File: src/osse_pkg.sv
// Shared types and constants for the ordered set successor engine.
package osse_pkg;

  localparam int unsigned KeyW = 32;

  // Operation codes carried by the kind field of an item.
  typedef enum logic [2:0] {
    KIND_INSERT = 3'd0,
    KIND_DELETE = 3'd1,
    KIND_EXISTS = 3'd2,
    KIND_SUCC   = 3'd3,
    KIND_PRED   = 3'd4
  } kind_e;

  // Control broadcast from the sequencer to every cell of the chain.
  typedef struct packed {
    logic                   capture;  // compare flags are taken this cycle
    logic signed [KeyW-1:0] cmp_key;  // key compared against at capture
    logic                   ins;      // open a slot and write upd_key
    logic                   del;      // close the slot of upd_key
    logic signed [KeyW-1:0] upd_key;  // key of the item under work
  } cell_ctl_t;

  // Status handed from a cell to its neighbors and to the result logic.
  typedef struct packed {
    logic                   lt;       // stored key below the item key
    logic                   eq;       // stored key equals the item key
    logic                   gt;       // stored key above the item key
    logic signed [KeyW-1:0] key;      // stored key
  } cell_stat_t;

endpackage

File: src/osse_cell.sv
// One cell of the sorted key chain: holds a key and shifts with its neighbors.
module osse_cell (
  input  logic                  clk_i,
  input  osse_pkg::cell_ctl_t   ctl_i,
  input  logic                  valid_i,
  input  logic                  left_lt_i,
  input  logic                  left_gt_i,
  input  logic [31:0]           left_key_i,
  input  logic                  right_lt_i,
  input  logic [31:0]           right_key_i,
  output osse_pkg::cell_stat_t  stat_o,
  output logic [31:0]           succ_key_o,
  output logic [31:0]           pred_key_o,
  output logic                  succ_hit_o,
  output logic                  pred_hit_o
);
  import osse_pkg::*;

  logic signed [KeyW-1:0] key_q;
  logic                   lt_q;
  logic                   eq_q;
  logic                   gt;

  // Compare flags are taken when an item is accepted and held while it is worked.
  always_ff @(posedge clk_i) begin
    if (ctl_i.capture) begin
      lt_q <= valid_i && (key_q < ctl_i.cmp_key);
      eq_q <= valid_i && (key_q == ctl_i.cmp_key);
    end
  end

  assign gt = valid_i && !lt_q && !eq_q;

  // Insert shifts keys at or above the slot one cell up; delete pulls them down.
  always_ff @(posedge clk_i) begin
    if (ctl_i.ins && !lt_q) begin
      key_q <= left_lt_i ? ctl_i.upd_key : $signed(left_key_i);
    end else if (ctl_i.del && !lt_q) begin
      key_q <= $signed(right_key_i);
    end
  end

  // The first cell above the key is the successor, the last below it the predecessor.
  assign succ_hit_o = gt && !left_gt_i;
  assign pred_hit_o = lt_q && !right_lt_i;
  assign succ_key_o = succ_hit_o ? key_q : '0;
  assign pred_key_o = pred_hit_o ? key_q : '0;

  assign stat_o.lt  = lt_q;
  assign stat_o.eq  = eq_q;
  assign stat_o.gt  = gt;
  assign stat_o.key = key_q;

endmodule

File: config.mk
export PLATFORM = sky130hd
export DESIGN_NAME = osse_cell
export DESIGN_NICKNAME = d
export VERILOG_FILES = /design/src/osse_pkg.sv /design/src/osse_cell.sv
export SDC_FILE = /design/constraint.sdc
export NUM_CORES = 1
export LEC_CHECK = 0
export ABC_AREA = 0
export BUFFER_PORTS_ARGS = -buffer_cell sky130_fd_sc_hd__clkbuf_2
export CELL_PAD_IN_SITES_DETAIL_PLACEMENT = 1
export CELL_PAD_IN_SITES_GLOBAL_PLACEMENT = 1
export CORE_ASPECT_RATIO = 1.75
export CORE_MARGIN = 1
export CORE_UTILIZATION = 25
export DETAILED_ROUTE_END_ITERATION = 10
export HOLD_SLACK_MARGIN = 0.02
export PLACE_DENSITY_LB_ADDON = 0.1
export SLEW_MARGIN = 20
export SYNTH_ARGS = -nofsm -noshare
export SYNTH_HDL_FRONTEND = slang
export SYNTH_SLANG_ARGS = --single-unit
File: constraint.sdc
create_clock -name clk_i -period 2.6 [get_ports clk_i]
set_input_delay 0.65 -clock clk_i [delete_from_list [all_inputs] [get_ports clk_i]]
set_output_delay 0.65 -clock clk_i [all_outputs]
set_load 0.1 [all_outputs]
==> flow_metrics.tcl <==
set metrics [dict create \
    ir_drop_mv 0.301 \
    path_max_fanout 15 \
    finClkSkew_ns 0.00543 \
    die_y_um 147 \
    grt-ovfl-total 0 \
    hold_violations 0 \
    setup_ws_ns 0.163 \
    ys_warn_count 0 \
    place.gp.congestion 0.729 \
    relSlewSlack_pct 63.3 \
    rows 52 \
    synth_edf_count 34 \
    synthCells 338 \
    cp.required_ns 1.95 \
    numCtsBuffers 5 \
    wirelength_um 11500 \
    tightest_slew_ns 0.553 \
    fmax_ghz 0.410 \
    fill_cells 1375 \
    fin_crit_ns 2.44 \
    p_per_area_nw_per_um2 515 \
    place_area_sq_um 5390 \
    end_kind "output pin" \
    syn_nets 506 \
    cp_slowest_cell "edfxtp_1" \
    critPathBufInv 2 \
    rsz0062_at_grt "no" \
    cts_max_level 2 \
    clk_path_buf_depth 2 \
    finalSetupViolCount 0 \
    track_usage_pct 18.6 \
    status "complete, but fails checks" \
    hold_buffers 0 \
    startpoint "lt_q" \
    endpoint "succ_key_o[0]" \
    clockRootBuffer "clkbuf_16" \
    cts_resized 0 \
    synth_area_leaders "edfxtp_1, and2_1, ha_1, mux2i_1, nand2_1" \
    clock_latency_ns 0.28 \
    maxCapViolCount 0 \
    start_util_pct 25.8 \
    max_stage_delay_ns 0.50 \
    syn_avg_cell_area_sq_um 8.90 \
    yosysTopAreaCellShare_pct 33.9 \
    crit_cells 5 \
    pin_count 237 \
    drtAntennaViolNets 0 \
    synthesis.area_sq_um 3010 \
    grt_pass1_wl_um 17700 \
    dr.pass1.iters 8 \
    drt_iter0_drc 104 \
    port_buffers 236 \
    num_vias 3254 \
    holdCritStartpoint "ctl_i[66]" \
    dieWidth_um 84.9 \
    cp_cell_sequence "nor3b_2, and2b_1, buf_4, and2_1, buf_12" \
    ys_types 29 \
    period_share_pct 93.7 \
    hold_class "input pin to flop" \
    synth_seq_area_share_pct 33.9 \
    worst-setup-path-type "flop to output pin" \
    final-seq-area_sq_um 1020 \
    vias_per_cell 4.61 \
    finish.net_count 738 \
    startpoint_type "flop" \
    final_design_area_no_fill_sq_um 5530 \
    r2r_slack_ns 0.55 \
    rr_startpoint "key_q[15]" \
    dp.final_hpwl_um 10100 \
    numClockSinks 34 \
    yosysMostFrequentCell "and2_1" \
    cts_tree "built" \
    drive_gt1_share_pct 52.2 \
    violations "design-rule violations" \
    syn_to_final_growth_pct 83.9 \
    ys_dominant_reg_cell "edfxtp_1" \
    crit_family "simple AND/OR/NAND/NOR gates" \
    synth_common_cells "and2_1, nand2_1, edfxtp_1, inv_1, mux2i_1" \
    drv_slew 0 \
    cp_data_arrival_time_ns 1.79 \
    dp_slack_ns 0.201 \
    diodes 0 \
    grt_pass1_vias 3423 \
    cts_setup_buffers 0 \
    clk_pin_slew_worst_paths_ns 0.05 \
    drc_errors 16 \
    r2r_end "lt_q" \
    dieArea_sq_um 12500 \
    holdWs_ns 0.604 \
    yosys.area.top_type "edfxtp_1" \
    core_sq_um 11600 \
    multiInputGateArea_sq_um 1820 \
    wire_per_inst_um 16.3 \
    grt_max_degree 37 \
    ys_seq_elements 34 \
    rr_worst_depth 6 \
    power_leakage_nw 2.79 \
    synthArstFlopShare_pct 0 \
    antenna_found_initial 0 \
]
## cell usage in the layout, fill, tap and decap left out, types with 2 or more instances in the layout
cell       instances
nor2_1             3
o21a_1             2
inv_1             34
and2_1            26
buf_12            67
o21ai_1           24
clkbuf_2         170
and2_2            37
mux2i_1           33
edfxtp_1          34
nand3_1            3
a21oi_1           14
nand4_1            5
a21o_1             2
ha_1              32
nand2_1           40
clkbuf_16          5
o21ai_0           13
a21oi_2            2
buf_4              8
## worst min-delay path by stage
stage / to / slack, ns / cells after the start
finish: eq_q / 0.60 / 1
floorplan: eq_q / 0.76 / 0
CTS: eq_q / 0.59 / 1
global route: eq_q / 0.59 / 1
global placement: key_q[31] / 0.83 / 1
detailed placement: key_q[31] / 0.84 / 1
## metrics by stage
stage	util (%)	instances	TNS [ns]	power, mW
floorplan	-	338	-0.813	1.82
detailed placement	46.3	698	0	2.31
global placement	46.3	698	0	2.29
global route	47.5	706	0	2.98
CTS	47.5	706	0	2.89
finish	47.5	706	0	2.85
## registers in the layout, indices dropped and copies added (netlist names)
register	cells
key_q	32
eq_q	1
lt_q	1
## where the power goes
group	total, mW	internal [mW]	switching [mW]	leakage, nW
combinational	1.52	0.447	1.08	2.39
clock	0.568	0.350	0.218	0.0683
sequential	0.754	0.688	0.0656	0.336
## cells by family after synthesis
| family | after synthesis | synth area share (%) |
|---|---|---|
| and+or+nand+nor | 126 | 23.1 |
| AOI/OAI and AO/OA | 59 | 11.2 |
| buffers and inverters | 54 | 7.45 |
| DFF | 34 | 33.9 |
| muxes | 33 | 11.0 |
| adders and majority gates | 32 | 13.3 |
## final cells by class
cell class                 count  area share, %
inverter                      34           2.31
clock buffer                   6           2.33
sequential                    34           18.5
multi-input combinational    250           33.0
tap                          135           3.05
timing repair buffer         245           40.7
clock inverter                 2          0.158
## metal layers
layer | track usage (%) | up-vias | wire [um]
li1 | - | 1610 | -
met1 | 17.1 | 1507 | 3590
met2 | 39.5 | 129 | 7050
met3 | 3.71 | 8 | 707
met4 | 5.34 | 0 | 172
met5 | 0 | - | 0
No activity file was read; power rests on OpenSTA's default activity.
